[config.mk]
export PLATFORM = sky130hd
export DESIGN_NAME = tccs_div
export DESIGN_NICKNAME = d
export VERILOG_FILES = /design/src/hdl/tccs_pkg.sv /design/src/hdl/tccs_div.sv
export SDC_FILE = /design/constraint.sdc
export NUM_CORES = 1
export LEC_CHECK = 0
export ABC_AREA = 1
export BUFFER_PORTS_ARGS = -buffer_cell sky130_fd_sc_hd__buf_2
export CORE_ASPECT_RATIO = 0.9
export CORE_MARGIN = 2
export CORE_UTILIZATION = 42
export CTS_CLUSTER_SIZE = 40
export DETAILED_ROUTE_END_ITERATION = 6
export GPL_TIMING_DRIVEN = 0
export PLACE_DENSITY = 0.73
export SYNTH_ARGS = -nofsm -noshare
export SYNTH_HDL_FRONTEND = slang
export SYNTH_SLANG_ARGS = --single-unit
export TNS_END_PERCENT = 1
[constraint.sdc]
create_clock -name clk -period 2.68 [get_ports clk]
set_clock_uncertainty 0.1 [all_clocks]
set_input_delay 0.536 -clock clk [delete_from_list [all_inputs] [get_ports clk]]
set_output_delay 0.536 -clock clk [all_outputs]
set_load 0.005 [all_outputs]
[src/hdl/tccs_pkg.sv]
package tccs_pkg;

	localparam int MAX_W      = 32;
	localparam int MAX_H      = 32;
	localparam int TILES      = 5;
	localparam int CELLS      = MAX_W * MAX_H;
	localparam int ADDR_W     = $clog2(CELLS);
	localparam int X_W        = $clog2(MAX_W);
	localparam int Y_W        = $clog2(MAX_H);
	localparam int SIZE_W     = 6;
	localparam int CNT_W      = $clog2(CELLS + 1);
	localparam int POP_W      = $clog2(TILES + 2);
	localparam int PICK_W     = 16;
	localparam int RULE_W     = TILES * TILES;
	localparam int STATUS_W   = 2;
	localparam int TILE_W     = 3;
	localparam int CFG_IDX_W  = 3;

	// configuration register indexes
	localparam logic [CFG_IDX_W-1:0] REG_WIDTH  = 3'd0;
	localparam logic [CFG_IDX_W-1:0] REG_HEIGHT = 3'd1;
	localparam logic [CFG_IDX_W-1:0] REG_NORTH  = 3'd2;
	localparam logic [CFG_IDX_W-1:0] REG_EAST   = 3'd3;
	localparam logic [CFG_IDX_W-1:0] REG_SOUTH  = 3'd4;
	localparam logic [CFG_IDX_W-1:0] REG_WEST   = 3'd5;

	// neighbor directions
	localparam logic [1:0] DIR_N = 2'd0;
	localparam logic [1:0] DIR_E = 2'd1;
	localparam logic [1:0] DIR_S = 2'd2;
	localparam logic [1:0] DIR_W = 2'd3;

	// result status codes
	localparam logic [STATUS_W-1:0] ST_OK      = 2'd0;
	localparam logic [STATUS_W-1:0] ST_CONFL   = 2'd1;
	localparam logic [STATUS_W-1:0] ST_DONE    = 2'd2;

	localparam logic [TILES-1:0] ALL_TILES = {TILES{1'b1}};

	typedef struct packed {
		logic [TILES-1:0] mask;
		logic             coll;
		logic             pend;
	} cell_t;

	localparam cell_t CELL_RESET = '{mask: ALL_TILES, coll: 1'b0, pend: 1'b0};

	function automatic logic [POP_W-1:0] popcnt(input logic [TILES-1:0] m);
		logic [POP_W-1:0] n;
		n = '0;
		for (int t = 0; t < TILES; t++) begin
			n = n + POP_W'(m[t]);
		end
		return n;
	endfunction

	// union of the rule masks of every tile set in m
	function automatic logic [TILES-1:0] allowed(input logic [RULE_W-1:0] r,
			input logic [TILES-1:0] m);
		logic [TILES-1:0] acc;
		acc = '0;
		for (int t = 0; t < TILES; t++) begin
			if (m[t]) begin
				acc = acc | r[t*TILES +: TILES];
			end
		end
		return acc;
	endfunction

	// index of the k-th set bit of m, counting from the lowest
	function automatic logic [TILE_W-1:0] kth_tile(input logic [TILES-1:0] m,
			input logic [POP_W-1:0] k);
		logic [POP_W-1:0] seen;
		logic [TILE_W-1:0] res;
		logic found;
		seen = '0;
		res = '0;
		found = 1'b0;
		for (int t = 0; t < TILES; t++) begin
			if (m[t] && !found) begin
				if (seen == k) begin
					res = TILE_W'(t);
					found = 1'b1;
				end
				seen = seen + 1'b1;
			end
		end
		return res;
	endfunction

	// size register clamped to 1..max
	function automatic logic [SIZE_W-1:0] eff_size(input logic [SIZE_W-1:0] v,
			input logic [SIZE_W-1:0] mx);
		logic [SIZE_W-1:0] r;
		if (v == '0) begin
			r = SIZE_W'(1);
		end else if (v > mx) begin
			r = mx;
		end else begin
			r = v;
		end
		return r;
	endfunction

	function automatic logic [ADDR_W-1:0] cell_addr(input logic [X_W-1:0] x,
			input logic [Y_W-1:0] y);
		return ADDR_W'(ADDR_W'(y) * MAX_W) + ADDR_W'(x);
	endfunction

endpackage

[src/hdl/tccs_div.sv]
module tccs_div (
	input  logic                         clk,
	input  logic                         arst_n,
	input  logic                         start,
	input  logic [tccs_pkg::PICK_W-1:0]  dividend,
	input  logic [tccs_pkg::CNT_W-1:0]   divisor,
	output logic                         done,
	output logic [tccs_pkg::CNT_W-1:0]   rem
);

	localparam int STEP_W = $clog2(tccs_pkg::PICK_W + 1);

	logic [tccs_pkg::PICK_W-1:0] dvd_q;
	logic [tccs_pkg::CNT_W-1:0]  dsr_q;
	logic [tccs_pkg::CNT_W-1:0]  rem_q;
	logic [STEP_W-1:0]           cnt_q;
	logic                        busy_q;
	logic                        done_q;
	logic [tccs_pkg::CNT_W:0]    trial;

	// one restoring step per cycle
	assign trial = {rem_q, dvd_q[tccs_pkg::PICK_W-1]};

	always_ff @(posedge clk or negedge arst_n) begin
		if (!arst_n) begin
			busy_q <= 1'b0;
			done_q <= 1'b0;
			cnt_q  <= '0;
		end else if (start) begin
			busy_q <= 1'b1;
			done_q <= 1'b0;
			cnt_q  <= STEP_W'(tccs_pkg::PICK_W);
		end else if (busy_q) begin
			cnt_q <= cnt_q - 1'b1;
			if (cnt_q == STEP_W'(1)) begin
				busy_q <= 1'b0;
				done_q <= 1'b1;
			end
		end else begin
			done_q <= 1'b0;
		end
	end

	// datapath
	always_ff @(posedge clk) begin
		if (start) begin
			dvd_q <= dividend;
			dsr_q <= divisor;
			rem_q <= '0;
		end else if (busy_q) begin
			dvd_q <= {dvd_q[tccs_pkg::PICK_W-2:0], 1'b0};
			if (trial >= {1'b0, dsr_q}) begin
				rem_q <= tccs_pkg::CNT_W'(trial - {1'b0, dsr_q});
			end else begin
				rem_q <= tccs_pkg::CNT_W'(trial);
			end
		end
	end

	assign done = done_q;
	assign rem  = rem_q;

endmodule

==> key figures, run 1 <==
Clock network
  – CTS tree: done
  – CTS Buf Count: 5
  – Clk slew on worst S/H paths: 0.09 ns
  – CTS H-Tree Depth: 2
  – Clk_lat worst skew: 0.30 ns
  – Longest Clk Path Bufs: 2
  – TritonCTS Sinks: 45
  – Clock Tree Root: clkbuf_8
  – Post-CTS setup buffers: 0

Power and ir drop
  – Sw Pwr: 1150 uW
  – Pwr dens: 926 mW/mm2
  – Comb pwr share: 47.7%
  – Pleak: 0.00164 uW
  – Clock share of power: 18.4%
  – Worst vdd ir: 0.000369 V
  – Switching share of total power: 40.5%
  – Internal power: 1700 uW
  – Seq pwr share: 33.9%

Routing
  – Via density: 4.67
  – Antenna Violating Nets Remaining: 0
  – DRT Wirelength: 5.58 mm
  – Via count: 2204
  – TritonRoute pass-1 iters: 5
  – DR iter-0 viols: 128
  – Wire length per cell: 11.8 um
  – DRC: 0

Timing
  – Setup_tns: 0 ns
  – RSZ-0062 raised after global routing: no
  – Final setup margin: 0.427 ns
  – Final period util: 84.1%
  – Worst Hold Margin: 0.304 ns
  – Fmax: 0.444 GHz
  – Max Slew Vio Count: 0
  – Final Hold Viols: 0
  – Final setup viols: 0
  – Worst slew pin tran: 0.847 ns
  – Minimum clock period: 2.25 ns
  – Worst slew margin: 43.5%

Floorplan
  – Core ar.: 0.00611 mm2
  – Die width: 87.6 um
  – Die Ht: 79.3 um
  – Initial Utilization: 43.2%
  – Row cnt: 27
  – IO Pins: 42
  – Die area: 0.00695 mm2

Logic synthesis
  – Register area share after synthesis: 45.6%
  – Yosys top cell area share: 30.7%
  – Synthesized flop and latch total: 45
  – Syn Nets: 379
  – Synth area leader: edfxtp_1
  – EDFF count, synth: 27
  – Syn avg cell area: 7.89 um2
  – Netlist cell types: 31
  – Synth Cell Area: 0.00264 mm2
  – Gate Count Post-Synth: 335
  – Yosys warning count: 0
  – Primary FF master, synth: edfxtp_1
  – Ranking of synthesized cells by area: edfxtp_1 (31%), nand2_1 (17%), inv_1 (8.4%)
  – Async set-reset flop share out of synthesis: 15.6%

Cells and area
  – Fill cell count: 594
  – Area growth, synth to finish: 16.5%
  – N_diodes: 0
  – Layout cell share with drive strength beyond 1: 20.0%
  – Nets: 428

Global route
  – Tot GR Track Use: 17.5%
  – Vias in the first global route: 2183
  – First-pass GRT wire length: 9.56 mm
  – Largest net degree at the start of global routing: 24
  – Initial antenna violation count: 0
  – GRT overflow: 0

Placement
  – Port Buffers: 41
  – DP Wirelength: 4.11 mm
  – GPL Wtd Cong: 0.845
  – DP Worst Slack: 0.129 ns

Worst setup path
  – CP Data Arrival Time: 2.32 ns
  – Setup CP Type: flop to flop
  – CP Max Fanout: 10
  – WP data required: 2.75 ns
  – Critical Path End Type: flop
  – Worst setup SP type: flop

Min path
  – Worst min path class: primary input to flop

Run
  – Max_cap viols: 0

Run status
  – Outcome: finished clean
placed cells by master (no fill, tap or decap), types with 3 or more instances in the layout:
cell type and n:
nand4_1 14, dfrtp_1 7, o21ai_1 3, o21ai_0 4, a21oi_1 6, ha_1 13, nor2_1 13, nand3_2 8
clkbuf_8 5, buf_2 44, nand3_1 19, edfxtp_1 27, nand2_2 8, inv_1 59, dfxtp_1 11, xor2_1 3
nand2_1 119
power by group through the flow:
stage | clock network, uW | logic [uW] | registers (uW)
after floorplan | 0 | 1030 | 972
after global placement | 0 | 1310 | 976
after detailed placement | 0 | 1340 | 981
after CTS | 534 | 1360 | 966
after global routing | 562 | 1550 | 982
final | 524 | 1360 | 965
cell usage after synthesis (3+ instances only):
cell and n:
a21oi_1 6, buf_2 3, dfrtp_1 7, dfxtp_1 11
edfxtp_1 27, ha_1 13, inv_1 59, nand2_1 119
nand2_2 8, nand3_1 19, nand3_2 8, nand4_1 14
nor2_1 13, o21ai_0 4, o21ai_1 3, xor2_1 3
final timing paths:
kind                        startpoint   endpoint  slack, ns  depth (start not counted)
max                           dsr_q[0]     rem[4]       0.43                         13
min reg2reg                   cnt_q[4]   cnt_q[4]       0.38                          1
min in group asynchronous       arst_n   cnt_q[3]       0.49                          2
max reg2reg                   dsr_q[0]     rem[4]       0.43                         13
max in group asynchronous       arst_n     busy_q       1.84                          2
min                        divisor[10]  dsr_q[10]       0.30                          1
registers in the layout, summed over array words and instances, names as in the netlist:
| name | count |
|---|---|
| cnt_q | 5 |
| rem | 11 |
| busy_q | 1 |
| dvd_q | 16 |
| done | 1 |
| dsr_q | 11 |
through the flow:
stage	cells	utilization, %	cell area, um2	power [uW]
after floorplan	335	-	2640	2000
after global placement	463	48.4	2960	2290
after detailed placement	463	48.4	2960	2320
after CTS	472	50.4	3080	2860
after global routing	472	50.4	3080	3100
final	472	50.4	3080	2850
per-layer routing:
metal | up-vias | routed length [um] | global-route usage, %
li1 | 1160 | - | -
met3 | 12 | 279 | 3.95
met4 | 0 | 127 | 6.77
met5 | - | 0 | 0
met2 | 49 | 2650 | 29.8
met1 | 983 | 2520 | 21.3
cell families after synthesis:
| group | Yosys count | synth area share [%] |
|---|---|---|
| flops | 45 | 45.6 |
| buf+inv | 71 | 11.1 |
| xor+xnor | 3 | 0.994 |
| compound gates | 17 | 3.60 |
| fa+ha+maj | 14 | 6.91 |
| simple gates | 185 | 31.8 |
critical path: stages (launching register included):
cell	delay (ns)
edfxtp_1	0.39
ha_1	0.22
fa_1	0.41
inv_1	0.14
nand2_2	0.07
nand2_2	0.08
nand2_2	0.06
nand2_1	0.08
nand2_2	0.08
nand3_2	0.09
buf_6	0.17
nand2_1	0.07
nand3_1	0.09
o21ai_1	0.07
layout make-up:
type,instances,area (um2),area share [%]
inverter,62,233,7.56
clock buffer,6,72.6,2.36
sequential,45,1210,39.2
tap,87,109,3.54
multi-input combinational,219,1140,37.2
timing repair buffer,42,215,6.99
clock inverter,2,38.8,1.26
buffer,9,60.1,1.95
what timing repair did:
action / 4_1_cts / 5_1_grt
resized for setup: 0 / 0
hold buffers: 1 / 0
endpoints found under the setup margin: 0 / 0
hold endpoints to repair: 7 / 0
Power figures use the tool's default switching activity.
==> run 2, diff against run 1 <==
==> constraint.sdc (replaced) <==
create_clock -name clk -period 2.27 [get_ports clk]
set_clock_uncertainty 0.1 [all_clocks]
set_input_delay 0.454 -clock clk [delete_from_list [all_inputs] [get_ports clk]]
set_output_delay 0.454 -clock clk [all_outputs]
set_load 0.005 [all_outputs]
==> key figures, run 2 (synthesis results as in run 1) <==
Clock network
  – CTS tree: done
  – Post-CTS setup buffers: 0
  – Clk_lat worst skew: 0.30 ns
  – TritonCTS Sinks: 45
  – CTS H-Tree Depth: 2
  – Clock Tree Root: clkbuf_8
  – Clk slew on worst S/H paths: 0.09 ns
  – CTS Buf Count: 5
  – Longest Clk Path Bufs: 2

Run
  – Max_cap viols: 0

Timing
  – Final Hold Viols: 0
  – Minimum clock period: 2.14 ns
  – Max Slew Vio Count: 0
  – Final period util: 94.4%
  – Worst slew margin: 43.1%
  – RSZ-0062 raised after global routing: yes
  – Final setup viols: 0
  – Fmax: 0.467 GHz
  – Setup_tns: 0 ns
  – Worst slew pin tran: 0.853 ns

Worst setup path
  – CP Data Arrival Time: 2.21 ns
  – Most used cell, CP: nand2_2
  – CP Max Fanout: 10
  – Worst setup SP type: flop
  – WP data required: 2.34 ns
  – Critical path's largest stage delay: 0.39 ns
  – Critical path's top delay family: adder cells
  – Crit path buf inv count: 2
  – CP max stage cell: edfxtp_1
  – Critical Path End Type: flop
  – Setup CP Type: flop to flop
  – Worst-path cell chain: ha_1 -> fa_2 -> inv_2 -> nand2_2 -> nand2_2 -> nand2_2 -> nand2_1 -> nand2_2 -> nand3_2 -> buf_6 -> nand2_1 -> nand3_1 -> o21ai_1

Placement
  – GPL Wtd Cong: 0.845
  – DP Wirelength: 4.11 mm
  – Port Buffers: 41

Power and ir drop
  – Pleak: 0.00164 uW
  – Worst vdd ir: 0.000435 V
  – Pwr dens: 1090 mW/mm2
  – Total Power: 3370 uW

Floorplan
  – Core ar.: 0.00611 mm2
  – Die area: 0.00695 mm2
  – Initial Utilization: 43.2%
  – Die width: 87.6 um
  – Die Ht: 79.3 um
  – IO Pins: 42
  – Row cnt: 27

Global route
  – Vias in the first global route: 2183
  – Initial antenna violation count: 0
  – Largest net degree at the start of global routing: 24
  – Tot GR Track Use: 17.5%
  – First-pass GRT wire length: 9.56 mm
  – GRT overflow: 0

Routing
  – Via count: 2207
  – DRC: 0
  – Via density: 4.68
  – DRT Wirelength: 5.57 mm
  – Antenna Violating Nets Remaining: 0
  – DR iter-0 viols: 116
  – TritonRoute pass-1 iters: 5
  – Wire length per cell: 11.8 um

Cells and area
  – Nets: 428
  – N_diodes: 0
  – Most frequent cells in the layout: nand2_1 (119), inv_1 (58), buf_2 (44), edfxtp_1 (27), nand3_1 (19)
  – Number of flip-flops in the largest register: 16
  – Reg with most FFs: dvd_q
  – Area growth, synth to finish: 16.6%
  – Leading cell type in the layout, fill and taps excluded: nand2_1
  – Layout cell share with drive strength beyond 1: 20.5%
  – Fill cell count: 593

Min path
  – Worst min path class: primary input to flop

Run status
  – Outcome: finished clean
[run 2: layout make-up]
class                           count  area (um2)  share of cell area [%]
Clock buffer                        6        72.6                    2.35
Multi-Input combinational cell    219        1150                    37.2
Sequential cell                    45        1210                    39.1
Clock inverter                      2        38.8                    1.26
Tap cell                           87         109                    3.53
Timing Repair Buffer               42         215                    6.98
Inverter                           62         233                    7.55
Buffer                              9        60.1                    1.95
[run 2: worst paths after layout]
check,from,to,slack [ns],cells past startpoint
worst max-delay path,dsr_q[0],rem[4],0.13,13
worst min register to register,cnt_q[4],cnt_q[4],0.38,1
worst max register to register,dsr_q[0],rem[4],0.13,13
min in group asynchronous,arst_n,cnt_q[3],0.40,2
worst min-delay path,divisor[10],dsr_q[10],0.22,1
max in group asynchronous,arst_n,busy_q,1.51,2
[run 2: metal layers]
metal,vias up,routed length [um],part of all wire [%],GRT usage (%)
met5,-,0,0,0
met4,0,121,2.2,6.77
met3,12,283,5.1,3.95
met2,52,2650,48,29.8
met1,983,2520,45,21.3
li1,1160,-,-,-
[run 2: what timing repair did]
item                                   in CTS  in global routing
gates resized for setup                     0                  2
hold buffers                                1                  0
setup endpoints to repair                   0                  6
endpoints found under the hold margin       7                  0
[run 2: metrics by stage]
stage               cell area [um2]  hold WS, ns  util (%)  worst slack, ns  std cells
finish                         3080        0.221      50.4            0.127        472
CTS                            3080        0.216      50.4           0.0275        472
global placement               2960        0.196      48.4           -0.135        463
floorplan                      2640       0.0584         -            0.332        335
global route                   3080        0.212      50.4          -0.0327        472
detailed placement             2960        0.196      48.4           -0.199        463
[run 2: report_power, final]
part	internal, uW	switching, uW
Clock	331	288
Sequential	1030	106
Combinational	641	971
Total	2010	1370
[run 2: worst reg2reg max path: stages, from the launching register on]
cell      delay (ns)
edfxtp_1        0.39
ha_1            0.22
fa_2            0.37
inv_2           0.10
nand2_2         0.05
nand2_2         0.07
nand2_2         0.06
nand2_1         0.08
nand2_2         0.08
nand3_2         0.09
buf_6           0.17
nand2_1         0.06
nand3_1         0.09
o21ai_1         0.07
